==> config.mk <==
export PLATFORM = sky130hd
export DESIGN_NAME = hbsd_ram
export DESIGN_NICKNAME = d
export VERILOG_FILES = /design/src/rtl/hbsd_ram.sv
export SDC_FILE = /design/constraint.sdc
export NUM_CORES = 1
export LEC_CHECK = 0
export ABC_AREA = 1
export BUFFER_PORTS_ARGS = -buffer_cell sky130_fd_sc_hd__buf_2
export CAP_MARGIN = 20
export CORE_MARGIN = 1.5
export CORE_UTILIZATION = 50
export DETAILED_ROUTE_END_ITERATION = 7
export PLACE_DENSITY = 0.66
export REMOVE_ABC_BUFFERS = 1
export SLEW_MARGIN = 10
export SYNTH_ARGS = -nofsm -noshare
export SYNTH_HDL_FRONTEND = slang
export SYNTH_SLANG_ARGS = --single-unit
==> constraint.sdc <==
create_clock -name clk -period 1 [get_ports clk]
set_clock_uncertainty 0.1 [all_clocks]
set_input_delay 0.05 -clock clk [delete_from_list [all_inputs] [get_ports clk]]
set_output_delay 0.05 -clock clk [all_outputs]
set_load 0.01 [all_outputs]
==> src/rtl/hbsd_ram.sv <==
`default_nettype none

module hbsd_ram #(
	parameter int DATA_W = 8,
	parameter int DEPTH = 16
) (
	input  wire logic                     clk,
	input  wire logic                     wr_en,
	input  wire logic [$clog2(DEPTH)-1:0] wr_addr,
	input  wire logic [DATA_W-1:0]        wr_data,
	input  wire logic                     rd_en,
	input  wire logic [$clog2(DEPTH)-1:0] rd_addr,
	output logic      [DATA_W-1:0]        rd_data
);

	logic [DATA_W-1:0] mem_q [DEPTH];
	logic [DATA_W-1:0] rd_data_q;

	always_ff @(posedge clk) begin
		if (wr_en) begin
			mem_q[wr_addr] <= wr_data;
		end
		if (rd_en) begin
			rd_data_q <= mem_q[rd_addr];
		end
	end

	assign rd_data = rd_data_q;

endmodule

`default_nettype wire

[Yosys cells after proc, flatten, opt, wreduce, memory -nomap -nowiden]
Memories as Yosys holds them, arrays and structs flattened. A register that Yosys moved wholly into a read port is not among the register bits.
Cells that the tools add are included.
Word-level totals
  flip-flop bits (word level): 0
  bits of input ports: 19
  latch bits: 0
  memories: 1
  bits in read-only memories: 0
  output and inout port bits: 8
  word-level logic and storage cells: 3
  RAM bits: 128
Operators by class
  equality and inequality tests: 0
  $add $sub $neg: 0
  bitwise operators: 0
  shifts and indexed selects: 0
  div/mod/pow operators: 0
  $lt $le $gt $ge: 0
  reduce and logical (&&, ||, !) cells: 0
  multipliers: 0
  multiplexer cells: 2
Memory list
  mem_q: depth 16, width 8, rd ports 1, clocked after memory_dff 1, wr ports 1, RTL line 16  | logic [DATA_W-1:0] mem_q [DEPTH];
Operators by type and width (count)
  1-bit 2-to-1 mux: 2

[Longest topological paths before layout]
  word-level depth: 2
  mapped depth: 8

[Worst setup path before layout]
No wires, ideal clock.
  kind: input to register
  start point: input port wr_addr[3]
  end point: memory mem_q[4][0] (enable)
  arrival: 0.631 ns
  cell stages on the path: 2
  slack: -0.101 ns
  cell sequence: nand3b_1 > nor2_1
RTL lines
  from (decl): RTL line 9  | input wire logic [$clog2(DEPTH)-1:0] wr_addr,
  to (decl): RTL line 16
Straight into the memory's write port.

==> results.md <==
- Initial drt markers: 382
- Final Max Tran Viols: 0
- Synth Instances: 551
- Tot GR Track Use: 22.6%
- Worst-margin pin slew: 0.362 ns
- Post-synth top cells: nand2_1, edfxtp_1, inv_1
- Most used DFF post-synth: edfxtp_1
- Slowest Stage Delay on Critical Path: 0.37 ns
- Fin crit share: 117%
- First-pass GRT wire length: 20800 um
- Part of the power in the clock network: 44.9%
- Drt wl/cell: 17.3 um
- Detailed Place HPWL: 8360 um
- Total power: 13.4 mW
- CP Max Fanout: 1
- EDFF count, synth: 136
- Core area: 11400 um2
- Via count: 3986
- Die height: 111 um
- NetSw: 2.81 mW
- Unique cell type count in the Yosys netlist: 11
- Final worst slack: -0.173 ns
- Top-count cell post-synth: nand2_1
- Largest net degree at the start of global routing: 45
- Clk Latency, worst-skew pair: 0.41 ns
- Netlist Area Pre-Place: 5850 um2
- Pint: 10.6 mW
- Final setup fails: 16
- Post-synth top area share: 69.8%
- Leakage: 3.12 nW
- Hold crit path type: primary input to flop
- RSZ-0062 raised after global routing: yes
- Starting Density: 51.2%
- CTS H-Tree Depth: 4
- # Post-CTS Setup Buffers: 0
- Seq/Total Area, Yosys: 69.8%
- CP dominant cell by count: nand3_2
- VDD IR-drop max: 1.55 mV
- Area of placed instances: 6300 um2
- Final Hold Viols: 0
- Remaining antenna violation count: 0
- Slew Limit Headroom: 75.9%
- Die Footprint: 12400 um2
- Outcome: complete, but fails checks
- Clock Path Buffers: 2
- Origin of the worst min-delay path: rd_addr[1]
- Cell Chain, Critical Path: inv_1 -> nand2_1 -> nand3_2 -> nand3_2 -> nand3_2 -> nand2_1
- Reg-to-Reg Start: mem_q[13][0]
- Die width: 111 um
- Synth area leader: edfxtp_1
- Drt drc: 0
- Crit end category: flop
- Layout Area Growth over Synthesis: 22.8%
- Crit path launch: mem_q[13][0]
- CTS clk-pin slew, worst paths: 0.05 ns
- Failing checks: setup timing
- Design area: 7180 um2
- Fmax achieved: 852 MHz
- Vias in the first global route: 3897
- TritonRoute pass-1 iters: 6
- Routability-driven placement congestion ratio: 0.876
- Comb pwr share: 7.0%
- Share of cells above drive strength 1: 20.8%
- Non-filler cells, final: 769
- CP Class: flop to flop
- Synth Area per Inst: 10.6 um2
- Crit path buf inv count: 1
- Synth Register Bits: 136
- Critical Path Slowest Stage Cell: edfxtp_1
- # IOs: 27
- Post-route setup TNS: -1.95 ns
- GRT Residual Overflow: 0
- Pwr per Cell Area: 1870 nW/um2
- Tmin final: 1.17 ns
- I/O Buffers: 26
- Root Buffer Master: clkbuf_16
- CP Launch Type: flop
- Placed cells: 727
- Final WL: 13300 um
- CP required: 1.06 ns
- Nets: 632
- WP data arrival: 1.24 ns
- Ys async rst share: 0%
- Core Util, Final: 62.9%
- Sequential Power Share: 48.1%
- Switching Share: 20.9%
- Vias per Instance: 5.18
- Yosys warnings: 0
- Antenna violations before repair: 0
- CTS tree: yes
- Row Count: 39
- TritonCTS buffer count: 17
- Diode count: 0
- Max-cap violations: 0
- Largest delay contributor family on the critical path: simple AND/OR/NAND/NOR gates
- Main area contributors after synthesis: edfxtp_1, nand2_1, nand3_1
- Clk sink count: 136
[routing by layer]
metal	wire length, um	track usage [%]	vias up
met5	0	0	-
met3	851	4.37	29
met4	366	9.45	0
met1	5610	31.1	1893
met2	6450	35.6	160
li1	-	-	1904
[layout by cell type, fill, tap and decap left out]
cell type | Yosys | routed
dlygate4sd3_1 | 0 | 10
clkinv_1 | 0 | 4
inv_1 | 100 | 98
nand3_1 | 97 | 56
clkbuf_16 | 0 | 17
inv_2 | 2 | 4
nand2_1 | 173 | 170
buf_2 | 13 | 26
buf_12 | 0 | 6
clkinv_2 | 0 | 4
nand3_2 | 0 | 41
clkbuf_1 | 0 | 3
buf_4 | 4 | 25
nand2_2 | 0 | 3
edfxtp_1 | 136 | 136
bufinv_16 | 0 | 3
nor2_1 | 17 | 17
nand3b_1 | 2 | 2
clkinvlp_4 | 0 | 1
[worst register-to-register path: stages (launching register included)]
cell      delay, ns
edfxtp_1       0.37
inv_1          0.06
nand2_1        0.06
nand3_2        0.09
nand3_2        0.09
nand3_2        0.10
nand2_1        0.06
[cell type report]
cell class                 count  area (um2)
clock inverter                12         133
tap                          143         179
clock buffer                  20         437
timing repair buffer          67         538
sequential                   136        4080
multi-input combinational    289        1430
inverter                     102         383
fill                         896        4240
[repair_timing]
| action | in CTS | in global routing |
|---|---|---|
| pin swaps | 19 | 19 |
| setup endpoints to repair | 16 | 16 |
| hold buffers | 10 | 0 |
| hold endpoints to repair | 138 | 0 |
| gates resized for setup | 23 | 23 |
[path summary, 6_finish.rpt]
path                                   end  slack [ns]  cells past startpoint
worst min register to register  rd_data[4]        0.64                      6
worst max register to register  rd_data[0]       -0.17                      6
worst min-delay path            rd_data[2]        0.06                      5
worst max-delay path            rd_data[0]       -0.17                      6
[per-stage QoR]
stage                     hold slack, ns  worst slack (ns)
after global routing              0.0715            -0.244
after global placement             0.320            -0.306
after CTS                         0.0641            -0.160
final                             0.0631            -0.173
after detailed placement           0.321            -0.330
after floorplan                   0.0489            -0.271
[logic make-up after synthesis]
group / share of synthesized area (%)
flip-flops: 69.8
AND/OR/NAND/NOR: 20.8
buffers and inverters: 9.39
[power groups by stage]
stage,logic [mW],registers (mW),clock network (mW)
6_report,0.938,6.46,6.03
5_1_grt,1.02,6.47,6.33
4_1_cts,0.896,6.46,6.08
3_5_place_dp,0.822,6.58,0
3_3_place_gp,0.813,6.58,0
2_1_floorplan,0.345,6.58,0
[sequential cells by signal, indices dropped and copies added, names as in the netlist]
signal and flops:
mem_q 128, rd_data 8
(Power assumes the default switching activity.)
